## src/sv/tspes_pkg.sv

```systemverilog
`timescale 1ns / 1ps
// ----------------------------------------------------------------------------
// tspes_pkg
// Shared types, constants and helpers of the transport-stream PES packetizer.
// ----------------------------------------------------------------------------
package tspes_pkg;

   localparam logic [7:0] TS_SYNC       = 8'h47;
   localparam logic [7:0] TS_BODY_BYTES = 8'd184;
   localparam logic [7:0] TS_PKT_BYTES  = 8'd188;
   localparam logic [5:0] TS_LAST_WORD  = 6'd46;
   localparam logic [7:0] AF_KEY_FLAGS  = 8'h50;
   localparam logic [6:0] PCR_RESERVED  = 7'h7e;
   localparam logic [7:0] STUFF_BYTE    = 8'hff;
   localparam logic [7:0] PES_MARKER    = 8'h80;
   localparam logic [7:0] AF_KEY_BYTES  = 8'd8;
   localparam logic [7:0] PES_LEN_PTS   = 8'd14;
   localparam logic [7:0] PES_LEN_BOTH  = 8'd19;
   localparam logic [7:0] HSIZE_PTS     = 8'd5;
   localparam logic [7:0] HSIZE_BOTH    = 8'd10;

   localparam logic [12:0] VIDEO_PID_RESET = 13'h100;
   localparam logic [12:0] AUDIO_PID_RESET = 13'h101;
   localparam logic [7:0]  VIDEO_SID_RESET = 8'he0;
   localparam logic [7:0]  AUDIO_SID_RESET = 8'hc0;

   localparam int CSR_INDEX_BITS = 3;
   localparam int CSR_DATA_BITS  = 33;
   localparam logic [2:0] CSR_VIDEO_PID = 3'd0;
   localparam logic [2:0] CSR_AUDIO_PID = 3'd1;
   localparam logic [2:0] CSR_VIDEO_SID = 3'd2;
   localparam logic [2:0] CSR_AUDIO_SID = 3'd3;
   localparam logic [2:0] CSR_TS_DELAY  = 3'd4;

   typedef struct packed {
      logic [12:0] video_pid;
      logic [12:0] audio_pid;
      logic [7:0]  video_sid;
      logic [7:0]  audio_sid;
      logic [32:0] delay;
   } cfg_type;

   // One request as the back end sees it: the payload byte and, when it opens
   // a packet, everything needed to build that packet's header.
   typedef struct packed {
      logic [7:0]  payload;
      logic        hdr;
      logic        first;
      logic        key;
      logic        dts_ne;
      logic        stream;
      logic [3:0]  cc;
      logic        has_af;
      logic [7:0]  af_len;
      logic [7:0]  pes_start;
      logic [7:0]  hdr_len;
      logic [15:0] psize;
      logic [32:0] pts_t;
      logic [32:0] dts_t;
      logic [32:0] pcr;
   } cmd_type;

   localparam int CMD_BITS = $bits(cmd_type);
   localparam int OUT_BITS = 33;

   function automatic logic [7:0] stamp_byte(input logic [3:0] fb,
                                             input logic [32:0] t,
                                             input logic [2:0] idx);
      logic [7:0] b;
      case (idx)
         3'd0: b = {fb, t[32:30], 1'b1};
         3'd1: b = t[29:22];
         3'd2: b = {t[21:15], 1'b1};
         3'd3: b = t[14:7];
         3'd4: b = {t[6:0], 1'b1};
         default: b = 8'h00;
      endcase
      return b;
   endfunction

endpackage

```

## src/sv/tspes_fifo.sv

```systemverilog
`timescale 1ns / 1ps
// ----------------------------------------------------------------------------
// tspes_fifo
// Small synchronous queue with the oldest entry shown at its output.
// ----------------------------------------------------------------------------
module tspes_fifo #(
   parameter int WIDTH = 8,
   parameter int DEPTH = 2
) (
   input  logic             clock,
   input  logic             reset,
   input  logic             push,
   input  logic [WIDTH-1:0] wdata,
   output logic             full,
   input  logic             pop,
   output logic [WIDTH-1:0] rdata,
   output logic             empty
);
   localparam int AW = (DEPTH > 1) ? $clog2(DEPTH) : 1;

   logic [WIDTH-1:0] mem_ff [DEPTH];
   logic [AW-1:0]    wr_ff, wr_in, rd_ff, rd_in;
   logic [AW:0]      cnt_ff, cnt_in;
   logic             do_push, do_pop;

   always_comb begin
      full    = (cnt_ff == (AW+1)'(DEPTH));
      empty   = (cnt_ff == '0);
      rdata   = mem_ff[rd_ff];
      do_push = push && !full;
      do_pop  = pop && !empty;
      wr_in   = wr_ff;
      rd_in   = rd_ff;
      cnt_in  = cnt_ff;
      if (do_push) begin
         wr_in = (wr_ff == AW'(DEPTH - 1)) ? '0 : wr_ff + 1'b1;
      end
      if (do_pop) begin
         rd_in = (rd_ff == AW'(DEPTH - 1)) ? '0 : rd_ff + 1'b1;
      end
      if (do_push && !do_pop) begin
         cnt_in = cnt_ff + 1'b1;
      end else if (do_pop && !do_push) begin
         cnt_in = cnt_ff - 1'b1;
      end
   end

   always_ff @(posedge clock) begin
      if (reset) begin
         wr_ff  <= '0;
         rd_ff  <= '0;
         cnt_ff <= '0;
      end else begin
         wr_ff  <= wr_in;
         rd_ff  <= rd_in;
         cnt_ff <= cnt_in;
      end
   end

   always_ff @(posedge clock) begin
      if (do_push) begin
         mem_ff[wr_ff] <= wdata;
      end
   end

endmodule

```

## src/sv/tspes_front.sv

```systemverilog
`timescale 1ns / 1ps
// ----------------------------------------------------------------------------
// tspes_front
// Accepts payload bytes, tracks frame and packet position, and plans headers.
// ----------------------------------------------------------------------------
module tspes_front #(
   parameter int LENGTH_BITS = 24
) (
   input  logic                     clock,
   input  logic                     reset,
   input  logic                     push,
   input  logic [7:0]               payload_byte,
   input  logic                     frame_start,
   input  logic                     stream_select,
   input  logic                     keyframe,
   input  logic [32:0]              pts,
   input  logic [32:0]              dts,
   input  logic [23:0]              frame_length,
   input  tspes_pkg::cfg_type       cfg,
   input  logic                     cmd_full,
   output logic                     cmd_push,
   output tspes_pkg::cmd_type       cmd
);
   import tspes_pkg::*;

   logic [LENGTH_BITS-1:0] rem_ff, rem_in;
   logic [7:0]             pos_ff, pos_in;
   logic                   cur_ff, cur_in;
   logic [1:0][3:0]        cc_ff, cc_in;

   logic [LENGTH_BITS-1:0] len, rem_eff;
   logic [LENGTH_BITS:0]   psum;
   logic                   accept, keep, first, stream, key, hdr, dts_ne, short_pkt;
   logic                   has_af;
   logic [7:0]             pos_eff, pes_len, afk, body, stuff, af_len, pes_start;
   logic [7:0]             hdr_len, hsize, pos_step;
   logic [3:0]             cc_new;

   always_comb begin
      accept  = push && !cmd_full;
      len     = LENGTH_BITS'(frame_length);
      first   = (rem_ff == '0);
      keep    = !first || (frame_start && (len != '0));
      stream  = first ? stream_select : cur_ff;
      key     = first && keyframe;
      rem_eff = first ? len : rem_ff;
      pos_eff = first ? 8'd0 : pos_ff;
      hdr     = (pos_eff == 8'd0);
      dts_ne  = (pts != dts);
      pes_len = first ? (dts_ne ? PES_LEN_BOTH : PES_LEN_PTS) : 8'd0;
      afk     = key ? AF_KEY_BYTES : 8'd0;
      body    = TS_BODY_BYTES - afk - pes_len;
      short_pkt = (rem_eff < LENGTH_BITS'(body));
      stuff   = short_pkt ? (body - rem_eff[7:0]) : 8'd0;
      has_af  = key || short_pkt;
      // A keyless field of one stuffing byte is just the length byte set to zero.
      if (key) begin
         af_len = 8'd7 + stuff;
      end else if (stuff >= 8'd2) begin
         af_len = stuff - 8'd1;
      end else begin
         af_len = 8'd0;
      end
      pes_start = 8'd4 + (has_af ? af_len + 8'd1 : 8'd0);
      hdr_len   = pes_start + pes_len;
      pos_step  = hdr ? hdr_len + 8'd1 : pos_eff + 8'd1;
      pos_in    = (pos_step == TS_PKT_BYTES) ? 8'd0 : pos_step;
      cc_new    = cc_ff[stream] + 4'd1;
      hsize     = dts_ne ? HSIZE_BOTH : HSIZE_PTS;
      psum      = {1'b0, rem_eff} + (LENGTH_BITS+1)'(hsize) + (LENGTH_BITS+1)'(3);

      rem_in = rem_eff - 1'b1;
      cur_in = stream;
      cc_in  = cc_ff;
      if (hdr) begin
         cc_in[stream] = cc_new;
      end

      cmd_push      = accept && keep;
      cmd.payload   = payload_byte;
      cmd.hdr       = hdr;
      cmd.first     = first;
      cmd.key       = key;
      cmd.dts_ne    = dts_ne;
      cmd.stream    = stream;
      cmd.cc        = cc_new;
      cmd.has_af    = has_af;
      cmd.af_len    = af_len;
      cmd.pes_start = pes_start;
      cmd.hdr_len   = hdr ? hdr_len : 8'd0;
      cmd.psize     = (psum > (LENGTH_BITS+1)'(16'hffff)) ? 16'd0 : psum[15:0];
      cmd.pts_t     = pts + cfg.delay;
      cmd.dts_t     = dts + cfg.delay;
      cmd.pcr       = dts - cfg.delay;
   end

   always_ff @(posedge clock) begin
      if (reset) begin
         rem_ff <= '0;
         pos_ff <= '0;
         cur_ff <= 1'b0;
         cc_ff  <= '0;
      end else if (cmd_push) begin
         rem_ff <= rem_in;
         pos_ff <= pos_in;
         cur_ff <= cur_in;
         cc_ff  <= cc_in;
      end
   end

endmodule

```

## src/sv/tspes_back.sv

```systemverilog
`timescale 1ns / 1ps
// ----------------------------------------------------------------------------
// tspes_back
// Emits header and payload bytes one a cycle unless stalled, packed as words.
// ----------------------------------------------------------------------------
module tspes_back (
   input  logic               clock,
   input  logic               reset,
   input  tspes_pkg::cfg_type cfg,
   input  logic               cmd_valid,
   input  tspes_pkg::cmd_type cmd,
   output logic               cmd_pop,
   input  logic               out_full,
   output logic               out_push,
   output logic [31:0]        out_word,
   output logic               out_end
);
   import tspes_pkg::*;

   logic [7:0]  k_ff, k_in;
   logic [23:0] wa_ff, wa_in;
   logic [1:0]  biw_ff, biw_in;
   logic [5:0]  wcnt_ff, wcnt_in;

   logic        go, in_hdr;
   logic [7:0]  hbyte, obyte, j, p;
   logic [12:0] pid;
   logic [7:0]  sid;

   always_comb begin
      pid = cmd.stream ? cfg.audio_pid : cfg.video_pid;
      sid = cmd.stream ? cfg.audio_sid : cfg.video_sid;
      j   = k_ff - 8'd5;
      p   = k_ff - cmd.pes_start;
      if (k_ff == 8'd0) begin
         hbyte = TS_SYNC;
      end else if (k_ff == 8'd1) begin
         hbyte = {1'b0, cmd.first, 1'b0, pid[12:8]};
      end else if (k_ff == 8'd2) begin
         hbyte = pid[7:0];
      end else if (k_ff == 8'd3) begin
         hbyte = {2'b00, cmd.has_af, 1'b1, cmd.cc};
      end else if (k_ff == 8'd4 && cmd.has_af) begin
         hbyte = cmd.af_len;
      end else if (k_ff < cmd.pes_start) begin
         if (cmd.key) begin
            case (j)
               8'd0: hbyte = AF_KEY_FLAGS;
               8'd1: hbyte = cmd.pcr[32:25];
               8'd2: hbyte = cmd.pcr[24:17];
               8'd3: hbyte = cmd.pcr[16:9];
               8'd4: hbyte = cmd.pcr[8:1];
               8'd5: hbyte = {cmd.pcr[0], PCR_RESERVED};
               8'd6: hbyte = 8'h00;
               default: hbyte = STUFF_BYTE;
            endcase
         end else begin
            hbyte = (j == 8'd0) ? 8'h00 : STUFF_BYTE;
         end
      end else begin
         case (p)
            8'd0, 8'd1: hbyte = 8'h00;
            8'd2: hbyte = 8'h01;
            8'd3: hbyte = sid;
            8'd4: hbyte = cmd.psize[15:8];
            8'd5: hbyte = cmd.psize[7:0];
            8'd6: hbyte = PES_MARKER;
            8'd7: hbyte = {1'b1, cmd.dts_ne, 6'b0};
            8'd8: hbyte = cmd.dts_ne ? HSIZE_BOTH : HSIZE_PTS;
            8'd9, 8'd10, 8'd11, 8'd12, 8'd13:
               hbyte = stamp_byte({2'b00, 1'b1, cmd.dts_ne}, cmd.pts_t, 3'(p - 8'd9));
            8'd14, 8'd15, 8'd16, 8'd17, 8'd18:
               hbyte = stamp_byte(4'd1, cmd.dts_t, 3'(p - 8'd14));
            default: hbyte = 8'h00;
         endcase
      end

      in_hdr  = cmd.hdr && (k_ff < cmd.hdr_len);
      obyte   = in_hdr ? hbyte : cmd.payload;
      go      = cmd_valid && !out_full;
      cmd_pop = go && !in_hdr;
      k_in    = in_hdr ? k_ff + 8'd1 : 8'd0;

      out_push = go && (biw_ff == 2'd3);
      out_word = {wa_ff, obyte};
      out_end  = (wcnt_ff == TS_LAST_WORD);
      wa_in    = {wa_ff[15:0], obyte};
      biw_in   = biw_ff + 2'd1;
      wcnt_in  = wcnt_ff;
      if (out_push) begin
         wcnt_in = out_end ? 6'd0 : wcnt_ff + 6'd1;
      end
   end

   always_ff @(posedge clock) begin
      if (reset) begin
         k_ff    <= '0;
         biw_ff  <= '0;
         wcnt_ff <= '0;
      end else if (go) begin
         k_ff    <= k_in;
         biw_ff  <= biw_in;
         wcnt_ff <= wcnt_in;
      end
   end

   always_ff @(posedge clock) begin
      if (go) begin
         wa_ff <= wa_in;
      end
   end

endmodule

```

## src/sv/ts_pes_packetizer_top.sv

```systemverilog
`timescale 1ns / 1ps
// ----------------------------------------------------------------------------
// ts_pes_packetizer_top
// Cuts elementary-stream frames into 188-byte transport packets of 32-bit words.
// ----------------------------------------------------------------------------
// Usage:
//   Requests enter one payload byte at a time through req_push / req_full; the
//   frame fields ride along with the first byte of a frame. Packet words leave
//   through rsp_empty / rsp_pop, first packet byte in bits 31..24, with
//   rsp_packet_end set on the 47th word of each packet.
//   The front end takes one request per cycle while its two-entry queue has
//   room. The back end emits one byte at a time and waits while the output
//   queue is full: a request that does not open a packet gives its payload
//   byte alone, one that opens a packet gives its 4 to 187 header bytes
//   first. A word shows on rsp_* in the cycle after the back end produces
//   its last byte.
//   When the receiver stalls, the two-entry output queue fills, the back end
//   waits, and req_full rises once the request queue is full; nothing is lost.
//   Reset empties both queues, clears the frame state and continuity
//   counters, and loads the default PIDs, stream ids and a zero delay.
//   CSR writes take effect at once and belong in idle periods only.
// ----------------------------------------------------------------------------
module ts_pes_packetizer_top #(
   parameter int LENGTH_BITS = 24
) (
   input  logic        clock,
   input  logic        reset,
   input  logic        req_push,
   output logic        req_full,
   input  logic [7:0]  req_payload_byte,
   input  logic        req_frame_start,
   input  logic        req_stream_select,
   input  logic        req_keyframe,
   input  logic [32:0] req_pts,
   input  logic [32:0] req_dts,
   input  logic [23:0] req_frame_length,
   output logic        rsp_empty,
   input  logic        rsp_pop,
   output logic [31:0] rsp_out_word,
   output logic        rsp_packet_end,
   input  logic        csr_we,
   input  logic [tspes_pkg::CSR_INDEX_BITS-1:0] csr_index,
   input  logic [tspes_pkg::CSR_DATA_BITS-1:0]  csr_wdata
);
   import tspes_pkg::*;

   cfg_type cfg_ff;
   cmd_type cmd_w, cmd_r;
   logic    cmd_push, cmd_full, cmd_empty, cmd_pop;
   logic    out_push, out_full, out_end;
   logic [31:0] out_word;
   logic [OUT_BITS-1:0] out_r;

   always_ff @(posedge clock) begin
      if (reset) begin
         cfg_ff.video_pid <= VIDEO_PID_RESET;
         cfg_ff.audio_pid <= AUDIO_PID_RESET;
         cfg_ff.video_sid <= VIDEO_SID_RESET;
         cfg_ff.audio_sid <= AUDIO_SID_RESET;
         cfg_ff.delay     <= '0;
      end else if (csr_we) begin
         case (csr_index)
            CSR_VIDEO_PID: cfg_ff.video_pid <= csr_wdata[12:0];
            CSR_AUDIO_PID: cfg_ff.audio_pid <= csr_wdata[12:0];
            CSR_VIDEO_SID: cfg_ff.video_sid <= csr_wdata[7:0];
            CSR_AUDIO_SID: cfg_ff.audio_sid <= csr_wdata[7:0];
            CSR_TS_DELAY:  cfg_ff.delay     <= csr_wdata[32:0];
            default: ;
         endcase
      end
   end

   tspes_front #(.LENGTH_BITS(LENGTH_BITS)) u_front (
      .clock         (clock),
      .reset         (reset),
      .push          (req_push),
      .payload_byte  (req_payload_byte),
      .frame_start   (req_frame_start),
      .stream_select (req_stream_select),
      .keyframe      (req_keyframe),
      .pts           (req_pts),
      .dts           (req_dts),
      .frame_length  (req_frame_length),
      .cfg           (cfg_ff),
      .cmd_full      (cmd_full),
      .cmd_push      (cmd_push),
      .cmd           (cmd_w)
   );

   assign req_full = cmd_full;

   tspes_fifo #(.WIDTH(CMD_BITS), .DEPTH(2)) u_cmd_q (
      .clock (clock),
      .reset (reset),
      .push  (cmd_push),
      .wdata (cmd_w),
      .full  (cmd_full),
      .pop   (cmd_pop),
      .rdata (cmd_r),
      .empty (cmd_empty)
   );

   tspes_back u_back (
      .clock     (clock),
      .reset     (reset),
      .cfg       (cfg_ff),
      .cmd_valid (!cmd_empty),
      .cmd       (cmd_r),
      .cmd_pop   (cmd_pop),
      .out_full  (out_full),
      .out_push  (out_push),
      .out_word  (out_word),
      .out_end   (out_end)
   );

   tspes_fifo #(.WIDTH(OUT_BITS), .DEPTH(2)) u_out_q (
      .clock (clock),
      .reset (reset),
      .push  (out_push),
      .wdata ({out_end, out_word}),
      .full  (out_full),
      .pop   (rsp_pop),
      .rdata (out_r),
      .empty (rsp_empty)
   );

   assign rsp_out_word   = out_r[31:0];
   assign rsp_packet_end = out_r[32];

endmodule

```

## config.mk

```make
export PLATFORM = sky130hd
export DESIGN_NAME = ts_pes_packetizer_top
export DESIGN_NICKNAME = d
export VERILOG_FILES = /design/src/sv/tspes_pkg.sv /design/src/sv/tspes_fifo.sv /design/src/sv/tspes_front.sv /design/src/sv/tspes_back.sv /design/src/sv/ts_pes_packetizer_top.sv
export SDC_FILE = /design/constraint.sdc
export NUM_CORES = 1
export LEC_CHECK = 0
export ABC_AREA = 0
export BUFFER_PORTS_ARGS = -buffer_cell sky130_fd_sc_hd__buf_2
export CAP_MARGIN = 20
export CORE_ASPECT_RATIO = 0.6
export CORE_MARGIN = 2
export CORE_UTILIZATION = 35
export DETAILED_ROUTE_END_ITERATION = 10
export PLACE_DENSITY = 0.57
export SKIP_CTS_REPAIR_TIMING = 1
export SYNTH_ARGS = -nofsm -noshare
export SYNTH_HDL_FRONTEND = slang
export SYNTH_SLANG_ARGS = --single-unit
```

## constraint.sdc

```tcl
create_clock -name clock -period 29.4 [get_ports clock]
set_clock_uncertainty 0.1 [all_clocks]
set_input_delay 4.41 -clock clock [delete_from_list [all_inputs] [get_ports clock]]
set_output_delay 4.41 -clock clock [all_outputs]
set_load 0.005 [all_outputs]
```

==> impl_metrics.csv <==
group,metric,value,unit
outcome,outcome,"finished clean",
clock_network,cts.path.max_buffers,3,
logic_synthesis,syn_inst,2882,
job,drv_cap,0,
floorplan,core-area,85500,um2
floorplan,die_area,88700,um2
clock_network,cts_made_buffers,53,
global_routing,antenna_found_initial,17,
timing,finalMaxSlewViolations,0,
drt,wl_per_cell,22.6,um
worst_setup_path,cp_max_fo,14,
global_routing,grt_pass1_wl,140000,um
clock_network,cts_sinks,544,
timing,rsz0062_at_grt,"no",
drt,ant_nets,0,
power_and_ir_drop,p_leak,12.5,nW
worst_setup_path,cp-start-kind,"input port",
timing,setup_viol_count_final,0,
worst_setup_path,required,29.80,ns
global_routing,grt_util_met1,0.342,
worst_setup_path,cp_data_arrival_time,14.36,ns
logic_synthesis,async_flop_share,0,
logic_synthesis,ys_seq_area_frac,0.494,
worst_setup_path,critPathMostFrequentCell,"ha_1",
timing,worst-slew-pin-transition,1.05,ns
global_routing,track_usage,0.211,
floorplan,io_pins,177,
logic_synthesis,yosysWarningCount,0,
final_layout,drive_above_1_share,0.136,
timing,hold_violations,0,
logic_synthesis,synth_fp_nets,3188,
worst_setup_path,slowest_delay,0.64,ns
logic_synthesis,synth_edf_count,402,
timing,fmax,0.0716,GHz
worst_setup_path,cp-end-kind,"flip-flop",
drt,wl,95600,um
worst_hold_path,hold_path.class,"flip-flop to flip-flop",
global_routing,busiest_layer,"met1",
placed_design,port_buffers,176,
timing,fin_crit_sh,0.475,
worst_setup_path,crit_type,"input port to flip-flop",
final_layout,final_util,0.399,
power_and_ir_drop,power_density,124,nW/um2
logic_synthesis,syn_area_per_cell,10.5,um2
final_layout,num-nets-final,3335,
clock_network,cts_tree,"done",
drt,dr.first_iter.drc_count,2214,
global_routing,grt.met3_usage,0.0696,
final_layout,areaGrowthSynthToFinish,13.0,%
logic_synthesis,yosysUniqueCellTypes,108,
clock_network,cts_max_level,2,
global_routing,grt_pass1_vias,20900,
floorplan,num_rows,83,
global_routing,grt_overflow,0,
worst_setup_path,slowest_stage,"nor4_2",
timing,fin_crit,13.96,ns
global_routing,grt_max_degree,157,
placed_design,finalWeightedCongestion,0.946,
logic_synthesis,synth_seq_cells,544,
drt,drcViolationCount,0,
clock_network,clk_pin_slew,0.07,ns
clock_network,clkLatencyLatePin,0.65,ns
timing,maxSlewHeadroom,0.281,
logic_synthesis,ys.flop_type,"edfxtp_1",
drt,drtPass1Iterations,7,
logic_synthesis,syn_area,30200,um2
timing,tns,0,ns
power_and_ir_drop,peakVddDrop,0.0928,mV
drt,drt-vias-per-instance,5.43,
clock_network,root_buffer,"clkbuf_16",
floorplan,chipWidth,383,um
floorplan,dieHeight,231,um
floorplan,initial_utilization,0.353,
placed_design,hpwl,72100,um
global_routing,use_met2,0.263,
drt,vias,23000,
cells in the final DEF, fill, tap and decap left out, types with 32 or more instances in the layout:
master / n
ha_1: 156
o22ai_1: 36
buf_2: 176
clkbuf_16: 53
nor3_1: 64
inv_1: 138
and3_1: 32
a21oi_1: 233
o21ai_0: 83
edfxtp_1: 402
nand3_1: 51
mux2i_1: 107
nand2_1: 356
mux2_2: 55
xor2_1: 78
xnor2_1: 126
nor2_1: 206
dfxtp_1: 141
report_power, final:
group	switching, mW	total (mW)	internal (mW)
Sequential	0.0767	1.20	1.12
Combinational	1.54	2.32	0.781
Clock	0.318	0.696	0.378
cell families after synthesis:
logic type      Yosys count  share of synthesized area
compound gates          626                      0.136
xor+xnor                207                     0.0603
fa+ha+maj               164                     0.0697
buf+inv                 254                     0.0325
flops                   544                      0.494
mux                     174                     0.0640
simple gates            913                      0.144
worst max-delay path, delay by kind of cell:
kind	cells	cell delay, ns
AOI/OAI and AO/OA	8	1.64
buffers and inverters	4	0.69
muxes	1	0.27
xor gates and xnor gates	4	0.77
and+or+nand+nor	14	4.91
adders and majority gates	5	1.64
cells in the mapped netlist (22+ instances only):
library cell	count	area, um2
a211oi_1	27	203
mux2i_1	108	1080
nand2b_1	25	156
o22ai_1	36	225
inv_1	138	518
a21o_1	23	173
o21ai_0	83	415
nor2b_1	23	144
o21bai_1	22	165
nand2_1	356	1340
a31oi_1	29	181
nand4_1	22	138
xnor2_1	127	1110
a21oi_1	234	1170
edfxtp_1	402	12100
clkbuf_1	92	345
and3_1	33	206
or3_1	24	150
nor3_1	64	320
nand3_1	51	255
dfxtp_1	142	2840
mux2_2	55	619
nor2_1	207	777
ha_1	157	1960
nor4_1	22	138
xor2_1	79	692
cell type report:
cell class | count | area, um2
Inverter | 139 | 522
Antenna cell | 4 | 10.0
Clock buffer | 64 | 1430
Sequential cell | 544 | 14900
Tap cell | 1147 | 1440
Multi-Input combinational cell | 2084 | 14300
Fill cell | 8306 | 51400
Clock inverter | 35 | 329
Timing Repair Buffer | 207 | 1120
metal layers:
metal  wire [um]  vias to the layer above
li1            -                    10800
met5          95                        -
met2       35400                      946
met3       10300                      100
met4        1220                       14
met1       48700                    11100
path summary, 6_finish.rpt:
kind	to	startpoint	cells after the start	slack (ns)
worst min register to register	u_out_q.mem_ff[0][26]	u_back.wa_ff[18]	0	0.34
worst max register to register	u_front.pos_ff[0]	u_front.rem_ff[8]	31	19.60
worst max-delay path	u_front.pos_ff[0]	req_dts[32]	36	15.44
worst min-delay path	u_out_q.mem_ff[0][26]	u_back.wa_ff[18]	0	0.34
through the flow:
step / cells / setup slack, ns / total power, mW / hold slack [ns] / area [um2]
2_1_floorplan: 2882 / 16.82 / 2.85 / 0.321 / 30200
3_3_place_gp: 4117 / 15.07 / 3.49 / 0.329 / 32300
3_5_place_dp: 4118 / 14.87 / 3.49 / 0.331 / 32300
4_1_cts: 4217 / 15.53 / 4.20 / 0.335 / 34100
5_1_grt: 4224 / 14.59 / 4.49 / 0.354 / 34100
6_report: 4224 / 15.44 / 4.22 / 0.339 / 34100
flip-flops by register name, summed over array words and instances, names as in the netlist, 8 cells and up, named ones only:
register / cells
cfg_ff: 75
u_back.k_ff: 8
u_back.wa_ff: 24
u_cmd_q.mem_ff: 312
u_front.cc_ff: 8
u_front.pos_ff: 8
u_front.rem_ff: 24
u_out_q.mem_ff: 66
Power figures use the tool's default switching activity.
